## src/rtl/cbfa_pkg.sv

```systemverilog
`default_nettype none

package cbfa_pkg;

  localparam int SizeW = 20;
  localparam int IdxW  = 8;
  localparam int StW   = 2;

  typedef enum logic [StW-1:0] {
    ST_OK    = 2'd0,
    ST_NOMEM = 2'd1,
    ST_INVAL = 2'd2,
    ST_ZERO  = 2'd3
  } status_e;

  // controller to datapath
  typedef struct packed {
    logic    latch;
    logic    hdr_rd;
    logic    fchk_load;
    logic    scan_init;
    logic    scan_en;
    logic    wr_taken;
    logic    taken_val;
    logic    wr_hdr;
    logic    mark;
    logic    pos_inc;
    logic    rem_dec;
    logic    res_load;
    status_e res_status;
    logic    res_chunk;
    logic    out_load;
  } cbfa_cmd_t;

  // datapath to controller
  typedef struct packed {
    logic is_free;
    logic size_zero;
    logic size_big;
    logic free_null;
    logic free_bad;
    logic hdr_set;
    logic found;
    logic exhausted;
    logic fclr_end;
    logic rem_one;
    logic pos_last;
    logic out_free;
  } cbfa_sts_t;

endpackage

`default_nettype wire

```

## src/rtl/cbfa_ctrl.sv

```systemverilog
`default_nettype none

module cbfa_ctrl import cbfa_pkg::*; (
  input  wire        clk_i,
  input  wire        rst_ni,
  input  wire        in_valid_i,
  input  cbfa_sts_t  sts_i,
  output cbfa_cmd_t  cmd_o,
  output logic       idle_o
);

  typedef enum logic [7:0] {
    S_CLEAR  = 8'b0000_0001,
    S_IDLE   = 8'b0000_0010,
    S_DECODE = 8'b0000_0100,
    S_FCHK   = 8'b0000_1000,
    S_FCLR   = 8'b0001_0000,
    S_SCAN   = 8'b0010_0000,
    S_MARK   = 8'b0100_0000,
    S_DONE   = 8'b1000_0000
  } state_e;

  state_e state_q, state_d;

  always_ff @(posedge clk_i or negedge rst_ni) begin
    if (!rst_ni) begin
      state_q <= S_CLEAR;
    end else begin
      state_q <= state_d;
    end
  end

  always_comb begin
    cmd_o   = '0;
    state_d = state_q;
    case (state_q)
      S_CLEAR: begin
        cmd_o.wr_taken = 1'b1;
        cmd_o.wr_hdr   = 1'b1;
        cmd_o.pos_inc  = 1'b1;
        if (sts_i.pos_last) begin
          state_d = S_IDLE;
        end
      end
      S_IDLE: begin
        if (in_valid_i) begin
          cmd_o.latch = 1'b1;
          state_d     = S_DECODE;
        end
      end
      S_DECODE: begin
        if (!sts_i.is_free) begin
          if (sts_i.size_zero) begin
            cmd_o.res_load   = 1'b1;
            cmd_o.res_status = ST_ZERO;
            state_d          = S_DONE;
          end else if (sts_i.size_big) begin
            cmd_o.res_load   = 1'b1;
            cmd_o.res_status = ST_NOMEM;
            state_d          = S_DONE;
          end else begin
            cmd_o.scan_init = 1'b1;
            state_d         = S_SCAN;
          end
        end else if (sts_i.free_null) begin
          cmd_o.res_load   = 1'b1;
          cmd_o.res_status = ST_OK;
          state_d          = S_DONE;
        end else if (sts_i.free_bad) begin
          cmd_o.res_load   = 1'b1;
          cmd_o.res_status = ST_INVAL;
          state_d          = S_DONE;
        end else begin
          cmd_o.hdr_rd = 1'b1;
          state_d      = S_FCHK;
        end
      end
      S_FCHK: begin
        if (!sts_i.hdr_set) begin
          cmd_o.res_load   = 1'b1;
          cmd_o.res_status = ST_INVAL;
          state_d          = S_DONE;
        end else begin
          cmd_o.fchk_load = 1'b1;
          state_d         = S_FCLR;
        end
      end
      S_FCLR: begin
        if (sts_i.fclr_end) begin
          cmd_o.res_load   = 1'b1;
          cmd_o.res_status = ST_OK;
          state_d          = S_DONE;
        end else begin
          cmd_o.wr_taken = 1'b1;
          cmd_o.pos_inc  = 1'b1;
          cmd_o.rem_dec  = 1'b1;
        end
      end
      S_SCAN: begin
        cmd_o.scan_en = 1'b1;
        if (sts_i.found) begin
          state_d = S_MARK;
        end else if (sts_i.exhausted) begin
          cmd_o.res_load   = 1'b1;
          cmd_o.res_status = ST_NOMEM;
          state_d          = S_DONE;
        end
      end
      S_MARK: begin
        cmd_o.wr_taken  = 1'b1;
        cmd_o.taken_val = 1'b1;
        cmd_o.wr_hdr    = 1'b1;
        cmd_o.mark      = 1'b1;
        cmd_o.pos_inc   = 1'b1;
        cmd_o.rem_dec   = 1'b1;
        if (sts_i.rem_one) begin
          cmd_o.res_load   = 1'b1;
          cmd_o.res_status = ST_OK;
          cmd_o.res_chunk  = 1'b1;
          state_d          = S_DONE;
        end
      end
      S_DONE: begin
        if (sts_i.out_free) begin
          cmd_o.out_load = 1'b1;
          state_d        = S_IDLE;
        end
      end
      default: begin
        state_d = S_CLEAR;
      end
    endcase
  end

  assign idle_o = (state_q == S_IDLE);

endmodule

`default_nettype wire

```

## src/rtl/cbfa_dpath.sv

```systemverilog
`default_nettype none

module cbfa_dpath import cbfa_pkg::*; #(
  parameter int NUM_CHUNKS  = 256,
  parameter int CHUNK_BYTES = 64
) (
  input  wire              clk_i,
  input  wire              rst_ni,
  input  wire              opcode_i,
  input  wire  [SizeW-1:0] size_bytes_i,
  input  wire  [IdxW-1:0]  chunk_index_i,
  input  wire              null_pointer_i,
  input  cbfa_cmd_t        cmd_i,
  output cbfa_sts_t        sts_o,
  input  wire              out_stall_i,
  output logic             out_valid_o,
  output logic [StW-1:0]   status_o,
  output logic [IdxW-1:0]  data_chunk_o
);

  localparam int AW       = $clog2(NUM_CHUNKS);
  localparam int PW       = AW + 1;
  localparam int CW       = $clog2(NUM_CHUNKS + 1);
  localparam int AccW     = $clog2((1 << SizeW) + CHUNK_BYTES);
  localparam int MaxBytes = (NUM_CHUNKS - 1) * CHUNK_BYTES;

  localparam logic [PW-1:0]   PosEnd  = PW'(NUM_CHUNKS);
  localparam logic [PW-1:0]   PosLast = PW'(NUM_CHUNKS - 1);
  localparam logic [AccW-1:0] AccStep = AccW'(CHUNK_BYTES);

  // latched item
  logic             op_q;
  logic [SizeW-1:0] size_q;
  logic [IdxW-1:0]  idx_q;
  logic             null_q;

  // chunk state
  logic          taken_mem [NUM_CHUNKS];
  logic          hdr_mem   [NUM_CHUNKS];
  logic [CW-1:0] cnt_mem   [NUM_CHUNKS];

  logic          tk_q;
  logic          hdr_rd_q;
  logic [CW-1:0] cnt_rd_q;

  // walk pointer and remaining count
  logic [PW-1:0] pos_q;
  logic [CW-1:0] rem_q;

  // search
  logic [PW-1:0]   rd_ptr_q;
  logic            rv_q;
  logic [AW-1:0]   ra_q;
  logic [CW-1:0]   run_len_q;
  logic [AccW-1:0] acc_q;
  logic [AW-1:0]   head_q;

  // result and output
  status_e         res_status_q;
  logic [IdxW-1:0] res_chunk_q;
  logic            out_valid_q;
  logic [StW-1:0]  out_status_q;
  logic [IdxW-1:0] out_chunk_q;

  logic [IdxW-1:0] idx_m1;
  logic [AW-1:0]   hdr_addr;
  logic [AW-1:0]   waddr;
  logic            at_head;
  logic            scan_rd;
  logic [AccW-1:0] acc_next;
  logic            found;
  logic [PW-1:0]   head_plus;

  assign idx_m1    = idx_q - IdxW'(1);
  assign hdr_addr  = AW'(idx_m1);
  assign waddr     = pos_q[AW-1:0];
  assign at_head   = (waddr == head_q);
  assign scan_rd   = cmd_i.scan_en && (rd_ptr_q != PosEnd);
  assign acc_next  = acc_q + AccStep;
  assign found     = cmd_i.scan_en && rv_q && !tk_q && (run_len_q != '0)
                     && (acc_next >= AccW'(size_q));
  assign head_plus = {1'b0, head_q} + PW'(1);

  always_ff @(posedge clk_i) begin
    if (cmd_i.latch) begin
      op_q   <= opcode_i;
      size_q <= size_bytes_i;
      idx_q  <= chunk_index_i;
      null_q <= null_pointer_i;
    end
  end

  always_ff @(posedge clk_i) begin
    if (cmd_i.wr_taken) begin
      taken_mem[waddr] <= cmd_i.taken_val;
    end
    if (scan_rd) begin
      tk_q <= taken_mem[rd_ptr_q[AW-1:0]];
    end
  end

  always_ff @(posedge clk_i) begin
    if (cmd_i.wr_hdr) begin
      hdr_mem[waddr] <= cmd_i.mark && at_head;
    end
    if (cmd_i.hdr_rd) begin
      hdr_rd_q <= hdr_mem[hdr_addr];
    end
  end

  always_ff @(posedge clk_i) begin
    if (cmd_i.mark && at_head) begin
      cnt_mem[waddr] <= rem_q;
    end
    if (cmd_i.hdr_rd) begin
      cnt_rd_q <= cnt_mem[hdr_addr];
    end
  end

  always_ff @(posedge clk_i or negedge rst_ni) begin
    if (!rst_ni) begin
      pos_q <= '0;
      rem_q <= '0;
    end else begin
      if (cmd_i.fchk_load) begin
        pos_q <= {1'b0, hdr_addr};
        rem_q <= cnt_rd_q;
      end else if (found) begin
        pos_q <= {1'b0, head_q};
        rem_q <= run_len_q + CW'(1);
      end else begin
        if (cmd_i.pos_inc) begin
          pos_q <= pos_q + PW'(1);
        end
        if (cmd_i.rem_dec) begin
          rem_q <= rem_q - CW'(1);
        end
      end
    end
  end

  // first-fit walk, one taken bit per cycle
  always_ff @(posedge clk_i or negedge rst_ni) begin
    if (!rst_ni) begin
      rd_ptr_q  <= '0;
      rv_q      <= 1'b0;
      run_len_q <= '0;
    end else if (cmd_i.scan_init) begin
      rd_ptr_q  <= '0;
      rv_q      <= 1'b0;
      run_len_q <= '0;
    end else if (cmd_i.scan_en) begin
      rv_q <= scan_rd;
      if (scan_rd) begin
        rd_ptr_q <= rd_ptr_q + PW'(1);
      end
      if (rv_q && !found) begin
        if (tk_q) begin
          run_len_q <= '0;
        end else begin
          run_len_q <= run_len_q + CW'(1);
        end
      end
    end
  end

  always_ff @(posedge clk_i) begin
    if (scan_rd) begin
      ra_q <= rd_ptr_q[AW-1:0];
    end
    if (cmd_i.scan_en && rv_q && !tk_q && !found) begin
      if (run_len_q == '0) begin
        head_q <= ra_q;
        acc_q  <= '0;
      end else begin
        acc_q <= acc_next;
      end
    end
  end

  always_ff @(posedge clk_i) begin
    if (cmd_i.res_load) begin
      res_status_q <= cmd_i.res_status;
      res_chunk_q  <= cmd_i.res_chunk ? IdxW'(head_plus) : '0;
    end
    if (cmd_i.out_load) begin
      out_status_q <= res_status_q;
      out_chunk_q  <= res_chunk_q;
    end
  end

  always_ff @(posedge clk_i or negedge rst_ni) begin
    if (!rst_ni) begin
      out_valid_q <= 1'b0;
    end else if (cmd_i.out_load) begin
      out_valid_q <= 1'b1;
    end else if (!out_stall_i) begin
      out_valid_q <= 1'b0;
    end
  end

  always_comb begin
    sts_o           = '0;
    sts_o.is_free   = op_q;
    sts_o.size_zero = (size_q == '0);
    sts_o.size_big  = (32'(size_q) > MaxBytes);
    sts_o.free_null = null_q;
    sts_o.free_bad  = (idx_q == '0) || (32'(idx_q) > NUM_CHUNKS);
    sts_o.hdr_set   = hdr_rd_q;
    sts_o.found     = found;
    sts_o.exhausted = cmd_i.scan_en && !rv_q && (rd_ptr_q == PosEnd);
    sts_o.fclr_end  = (rem_q == '0) || (pos_q == PosEnd);
    sts_o.rem_one   = (rem_q == CW'(1));
    sts_o.pos_last  = (pos_q == PosLast);
    sts_o.out_free  = !out_valid_q || !out_stall_i;
  end

  assign out_valid_o  = out_valid_q;
  assign status_o     = out_status_q;
  assign data_chunk_o = out_chunk_q;

endmodule

`default_nettype wire

```

## src/rtl/chunk_bitmap_first_fit_allocator_core.sv

```systemverilog
// channel  direction  handshake              payload
// in       input      in_valid_i/in_stall_o    opcode_i, size_bytes_i, chunk_index_i,
//                                              null_pointer_i
// out      output     out_valid_o/out_stall_i  status_o, data_chunk_o
//
// a clearing pass after reset wipes the taken bit and mark of every chunk, in_stall_o high
// zero size, oversize, null free, free of chunk 0 or above NUM_CHUNKS end in DECODE;
// free without header ends in FCHK; free: FCLR clears the taken bit of each chunk released
// allocate: SCAN finds the first free run that fits, MARK takes it, ST_NOMEM if none fits,
//   the taken-bit read port walks one chunk per cycle
// one item at a time; a new item is taken while the last result waits in the output register
`default_nettype none

module chunk_bitmap_first_fit_allocator_core import cbfa_pkg::*; #(
  parameter int NUM_CHUNKS  = 256,
  parameter int CHUNK_BYTES = 64
) (
  input  wire              clk_i,
  input  wire              rst_ni,
  input  wire              in_valid_i,
  output logic             in_stall_o,
  input  wire              opcode_i,
  input  wire  [SizeW-1:0] size_bytes_i,
  input  wire  [IdxW-1:0]  chunk_index_i,
  input  wire              null_pointer_i,
  output logic             out_valid_o,
  input  wire              out_stall_i,
  output logic [StW-1:0]   status_o,
  output logic [IdxW-1:0]  data_chunk_o
);

  cbfa_cmd_t cmd;
  cbfa_sts_t sts;
  logic      idle;

  cbfa_ctrl u_ctrl (
    .clk_i      (clk_i),
    .rst_ni     (rst_ni),
    .in_valid_i (in_valid_i),
    .sts_i      (sts),
    .cmd_o      (cmd),
    .idle_o     (idle)
  );

  cbfa_dpath #(
    .NUM_CHUNKS  (NUM_CHUNKS),
    .CHUNK_BYTES (CHUNK_BYTES)
  ) u_dpath (
    .clk_i          (clk_i),
    .rst_ni         (rst_ni),
    .opcode_i       (opcode_i),
    .size_bytes_i   (size_bytes_i),
    .chunk_index_i  (chunk_index_i),
    .null_pointer_i (null_pointer_i),
    .cmd_i          (cmd),
    .sts_o          (sts),
    .out_stall_i    (out_stall_i),
    .out_valid_o    (out_valid_o),
    .status_o       (status_o),
    .data_chunk_o   (data_chunk_o)
  );

  assign in_stall_o = !idle;

  a_busy_after_transfer : assert property (@(posedge clk_i) disable iff (!rst_ni)
    (in_valid_i && !in_stall_o) |=> in_stall_o)
    else $error("input taken while previous item in work");

  a_fail_no_chunk : assert property (@(posedge clk_i) disable iff (!rst_ni)
    (out_valid_o && status_o != ST_OK) |-> (data_chunk_o == '0))
    else $error("failed request returned a chunk");

  a_found_xor_exhausted : assert property (@(posedge clk_i) disable iff (!rst_ni)
    sts.found |-> !sts.exhausted)
    else $error("search found and exhausted at once");

  a_result_waits : assert property (@(posedge clk_i) disable iff (!rst_ni)
    cmd.out_load |-> sts.out_free)
    else $error("output register overwritten");

endmodule

`default_nettype wire
```

## config.mk

```make
export PLATFORM = sky130hd
export DESIGN_NAME = chunk_bitmap_first_fit_allocator_core
export DESIGN_NICKNAME = d
export VERILOG_FILES = /design/src/rtl/cbfa_pkg.sv /design/src/rtl/cbfa_ctrl.sv /design/src/rtl/cbfa_dpath.sv /design/src/rtl/chunk_bitmap_first_fit_allocator_core.sv
export SDC_FILE = /design/constraint.sdc
export NUM_CORES = 2
export LEC_CHECK = 0
export BUFFER_PORTS_ARGS = -buffer_cell sky130_fd_sc_hd__buf_2
export CAP_MARGIN = 20
export CELL_PAD_IN_SITES_DETAIL_PLACEMENT = 1
export CELL_PAD_IN_SITES_GLOBAL_PLACEMENT = 2
export CORE_UTILIZATION = 54
export DETAILED_ROUTE_END_ITERATION = 10
export PLACE_DENSITY = 0.85
export SYNTH_ARGS = -nofsm -noshare
export SYNTH_HDL_FRONTEND = slang
export SYNTH_SLANG_ARGS = --single-unit
```

## constraint.sdc

```tcl
create_clock -name clk_i -period 35.8 [get_ports clk_i]
set_clock_uncertainty 0.1 [all_clocks]
set_input_delay 7.16 -clock clk_i [delete_from_list [all_inputs] [get_ports clk_i]]
set_output_delay 7.16 -clock clk_i [all_outputs]
set_load 0.01 [all_outputs]
```

# After elaboration in Yosys (flattened, before gate mapping)
# Memory sizes are Yosys's and may differ from the RTL's. A register that Yosys moved wholly into a read port is not among the register bits.
# Cells that the tools add are included.
[totals]
reg_bits = 133
ram_bits = 2816
out_inout_bits = 12
wordCells = 155
mem_count = 3
[mem_list]
columns = ["memory", "words", "word_bits", "rd", "rd_clocked_by_memory_dff", "wr", "line", "rtl"]
rows = [
  ["u_dpath.cnt_mem", 256, 9, 1, 1, 1, "cbfa_dpath.sv:40", "logic [CW-1:0] cnt_mem [NUM_CHUNKS];"],
  ["u_dpath.hdr_mem", 256, 1, 1, 1, 1, "cbfa_dpath.sv:39", "logic hdr_mem [NUM_CHUNKS];"],
  ["u_dpath.taken_mem", 256, 1, 1, 1, 1, "cbfa_dpath.sv:38", "logic taken_mem [NUM_CHUNKS];"],
]
[op_classes]
addsub = 7
n_lt_le_gt_ge = 2
eq_ne = 21
n_mux = 71
reduce_logical = 33
[op_table]
columns = ["op", "n"]
rows = [
  ["9-bit 2-to-1 mux", 13],
  ["8-bit 2-to-1 mux", 13],
  ["8-bit case mux with 8 select lines", 1],
  ["1-bit 2-to-1 mux", 29],
  ["9-bit by 1-bit adder with 9-bit output (second input constant)", 3],
  ["3-bit 2-to-1 mux", 9],
  ["21-bit by 7-bit adder with 21-bit output (second input constant)", 1],
  ["21-bit by 20-bit >= comparator with 1-bit output", 1],
  ["20-bit by 14-bit greater-than comparator with 1-bit output (second input constant)", 1],
  ["20-bit logical NOT", 1],
  ["9-bit == test (second input constant)", 2],
  ["9-bit logical NOT", 2],
  ["3-bit case mux with 5 select lines", 1],
  ["1-bit logical AND", 10],
  ["2-bit != test (second input constant)", 5],
  ["9-bit by 1-bit == test with 1-bit output (second input constant)", 1],
  ["9-bit by 8-bit == test with 1-bit output (second input constant)", 1],
  ["9-bit != test (second input constant)", 1],
  ["9-bit nonzero test", 1],
  ["9-bit by 1-bit subtractor with 9-bit output (second input constant)", 1],
  ["8-bit by 1-bit adder with 8-bit output (second input constant)", 1],
  ["8-bit by 1-bit == test with 1-bit output (second input constant)", 1],
  ["8-bit by 2-bit == test with 1-bit output (second input constant)", 1],
  ["8-bit by 3-bit == test with 1-bit output (second input constant)", 1],
  ["other kinds (20)", 33],
]

# Depth between registers and ports, before layout
[depth]
depth_word = 11
depth_mapped = 15
mapped_depth_nobuf = 13

# Hierarchy
# From an unflattened synthesis, not the netlist that was laid out.
[hier_totals]
cells_unflattened = 5727
area_unflattened_um2 = 117630.3
[modules_own_cells]
columns = ["mod", "n_inst", "cells_per_inst", "area_per_inst_um2", "seq_area_each_um2"]
rows = [
  ["cbfa_dpath", 1, 5652, 116968.4, 88274.7],
  ["cbfa_ctrl", 1, 74, 658.1, 201.4],
  ["chunk_bitmap_first_fit_allocator_core", 1, 1, 3.8, 0.0],
]

# Worst setup path after synthesis
# OpenSTA, ideal clock, no wires.
[synth_path]
path_type = "flip-flop to flip-flop"
startpoint = "reg u_ctrl.state_q[4]"
endpoint = "mem u_dpath.hdr_mem[0], data pin"
setup_time_ns = 0.770
arrival_ns = 13.405
slack_ns = 21.525
stages_incl_launch_ff = 7
path_buffers = 2
synth_period_minus_slack_ns = 14.275
path_cell_list = "dfrtp_1 -> or4_1 -> nor4b_2 -> nand3_1 -> clkbuf_1 -> buf_1 -> inv_1"
[synth_lines]
columns = ["element", "line", "rtl"]
rows = [
  ["start: declaration", "cbfa_ctrl.sv:23", "state_e state_q, state_d;"],
  ["start signal: assignment", "cbfa_ctrl.sv:29", "state_q <= state_d;"],
  ["end: declaration", "cbfa_dpath.sv:39", ""],
]

# Worst setup path in the final report
[layout_path]
startpoint = "reg u_ctrl.state_q[4]"
endpoint = "out in_stall_o"
[layout_via]
elab_chain_len = 2
[layout_rtl]
columns = ["element", "line", "rtl"]
rows = [
  ["8-bit by 2-bit == test with 1-bit output", "cbfa_ctrl.sv:135", "assign idle_o = (state_q == S_IDLE);"],
  ["1-bit logical NOT", "chunk_bitmap_first_fit_allocator_core.sv:63", "assign in_stall_o = !idle;"],
  ["end: declaration", "chunk_bitmap_first_fit_allocator_core.sv:21", "output logic in_stall_o,"],
]
# No other way between the ends.

==> flow_summary.yaml <==
power:
  power_density_nw_per_um2: 53.58
  leakagePower_nw: 47.12
  ir_drop_mv: 0.04875
synth:
  ys_types: 69
  ys_warn_count: 0
  yosys-top-cells-count: "edfxtp_1 (2908), mux4_2 (869), nor2_1 (831)"
  synth.area.top_cells: "edfxtp_1 (74%), mux4_2 (17%), nor2_1 (2.6%), nand2_1 (1.0%), dfrtp_1 (0.95%)"
  yosys.cell_count.top_type: "edfxtp_1"
  ys_seq_area_frac: 0.7503
  syn-cell-area_um2: 117900
  synth_top_cell_by_area: "edfxtp_1"
  syn_inst: 5880
  synthArstFlopShare: 0.01557
  synthFlopType: "edfxtp_1"
  synth_edf_count: 2908
  synth_area_per_cell_um2: 20.05
  synth_top_area_frac: 0.7405
  syn_nets: 5943
  ys_ff_latch: 2954
timing:
  max_clock_freq_ghz: 0.1002
  finalSetupTns_ns: 0
  setup_viol_count_final: 0
  hold_violations: 0
  finalCritPeriodShare: 0.2789
  rsz0062_at_grt: "false"
  tightestPinTransition_ns: 1.236
  period_needed_ns: 9.985
  relSlewSlack: 0.1758
  slew_violations: 0
  holdWs_ns: 0.3248
  worst_slack_ns: 25.82
cts:
  ctsResizeCount: 0
  htree_levels: 5
  cts_setup_buffers: 0
  cts_tree: "built"
  cts.clk_slew.worst_paths_ns: 0.06
  clk_path_buf_depth: 4
  clk_latency_ns: 0.94
  root_buffer: "clkbuf_16"
  clkSinkCount: 2954
  holdBufCountCts: 0
  numCtsBuffers: 316
layout:
  syn_to_final_growth_pct: 11.47
  fillers: 17945
  fin_util: 0.6053
  drive_above_1_share: 0.2455
  final_nets: 6115
worst_setup_path:
  crit_fanout: 6
  timing.rr.end: "u_dpath.cnt_rd_q[3]"
  worst_path_max_delay_cell: "or4_1"
  critPathTopFamily: "simple AND/OR/NAND/NOR gates"
  cp.required_ns: 28.54
  max_stage_delay_ns: 0.66
  cp-startpoint: "u_ctrl.state_q[4]"
  startpoint_type: "flip-flop"
  reg2reg_slack_ns: 28.82
  cp_num_buf_inv: 1
  worstReg2RegStart: "u_dpath.idx_q[0]"
  cp_cell_sequence: "or4_1, nor3_1, nand3b_1, buf_2"
  crit_path_end_kind: "output pin"
  r2r_cells: 10
  critical_path_class: "reg -> out"
  critPathArrivalTime_ns: 2.72
grt:
  grt-ovfl-total: 0
  grtUsageTotal: 0.2824
  grt_pass1_vias: 62558
  grt_first_pass_wirelength_mm: 446.3
  antenna_found_initial: 11
  grt_max_degree: 197
floorplan:
  top_level_ports: 46
  core_um2: 217200
  die_h_um: 469.3
  start_util: 0.5430
  die-area_um2: 220200
  rows: 171
  die_w_um: 469.3
drt:
  first_pass_iters: 6
  wire_per_inst_um: 33.82
  via_per_inst: 6.569
  ant_nets: 0
  drc: 0
  vias: 60023
  finalWirelength_mm: 309.0
  drtIter0Drc: 7406
placed_design:
  io_buffers: 45
  dpl.hpwl_mm: 183.8
  place.gp.congestion: 0.8415
  dp_slack_ns: 26.79
min_path:
  holdPathStages: 0
  hold_end: "u_dpath.head_q[0]"
  min_from: "u_dpath.ra_q[0]"
  hp-class: "reg -> reg"
outcome:
  status: "finished clean"
job:
  cap_violations: 0
==> per-layer routing <==
metal	vias to the layer above	wire, um	GRT usage
li1	24183	-	-
met1	32342	120500	0.3911
met2	2933	151500	0.4509
met3	555	27480	0.06216
met4	10	9431	0.09202
met5	-	66	0
==> flip-flops by register name (all words and copies together) (netlist names), 9 cells and up <==
signal / cells
u_dpath.cnt_rd_q: 9
u_dpath.size_q: 20
u_dpath.rem_q: 9
u_dpath.run_len_q: 9
u_dpath.pos_q: 9
u_dpath.hdr_mem: 256
u_dpath.acc_q: 15
u_dpath.taken_mem: 256
u_dpath.cnt_mem: 2304
u_dpath.rd_ptr_q: 9
==> cell usage in the layout, fill, tap and decap left out, types with 46 or more instances in the layout <==
cell and count:
edfxtp_1 2908, mux4_2 869, nor2_1 829, clkbuf_16 323, nand2_1 322, buf_4 109
clkbuf_1 82, clkinv_1 78, a22oi_1 51, buf_2 46
==> worst max path at each step <==
| stage | to | cells past startpoint |
|---|---|---|
| detailed placement | in_stall_o | 4 |
| finish | in_stall_o | 4 |
| CTS | in_stall_o | 4 |
| floorplan | u_dpath.hdr_mem[0] | 6 |
| global placement | in_stall_o | 4 |
| global route | in_stall_o | 4 |
==> report_power, final <==
| part | leakage (nW) | switching [mW] | internal (mW) | total (mW) |
|---|---|---|---|---|
| combinational | 10.4 | 0.193 | 0.0417 | 0.234 |
| clock | 4.56 | 1.30 | 1.73 | 3.03 |
| sequential | 32.2 | 0.0182 | 3.76 | 3.78 |
| total | 47.1 | 1.51 | 5.54 | 7.04 |
==> cells by family (layout without fill, tap and decap cells) <==
group,Yosys count,count (layout),synth area share
AO/OA/AOI/OAI,209,209,0.01363
XOR/XNOR,55,55,0.004085
adder cells (fa/ha/maj),29,29,0.003077
buffers and inverters,409,809,0.01463
flip-flops,2954,2954,0.7503
multiplexers,890,890,0.1678
other,0,3,0
AND/OR/NAND/NOR,1334,1334,0.04646
==> layout make-up <==
type / count / area (um2) / area share
flip-flops and latches: 2954 / 88520 / 0.6734
multi-input cells: 2517 / 27900 / 0.2123
clock buffers: 405 / 8391 / 0.06383
well taps: 2854 / 3571 / 0.02717
repair buffers: 217 / 1901 / 0.01446
clock inverters: 141 / 975.9 / 0.007425
inverters: 46 / 177.7 / 0.001352
diodes: 3 / 7.507 / 0.00005711
==> metrics by stage <==
step,cells,instance area [um2],power [mW]
finish,9137,131400,7.043
global route,9135,131400,7.195
CTS,9093,131000,7.069
detailed placement,8547,121600,4.075
global placement,8519,121300,4.063
floorplan,5880,117900,3.957
==> worst reg2reg max path, delay by kind of cell (launching register included) <==
family	cells	cell delay (ns)
DFF	1	0.61
buffers and inverters	4	3.12
muxes	2	1.21
AOI/OAI and AO/OA	3	1.47
and+or+nand+nor	1	0.20
Note: power is estimated with default switching activity, not from simulation.
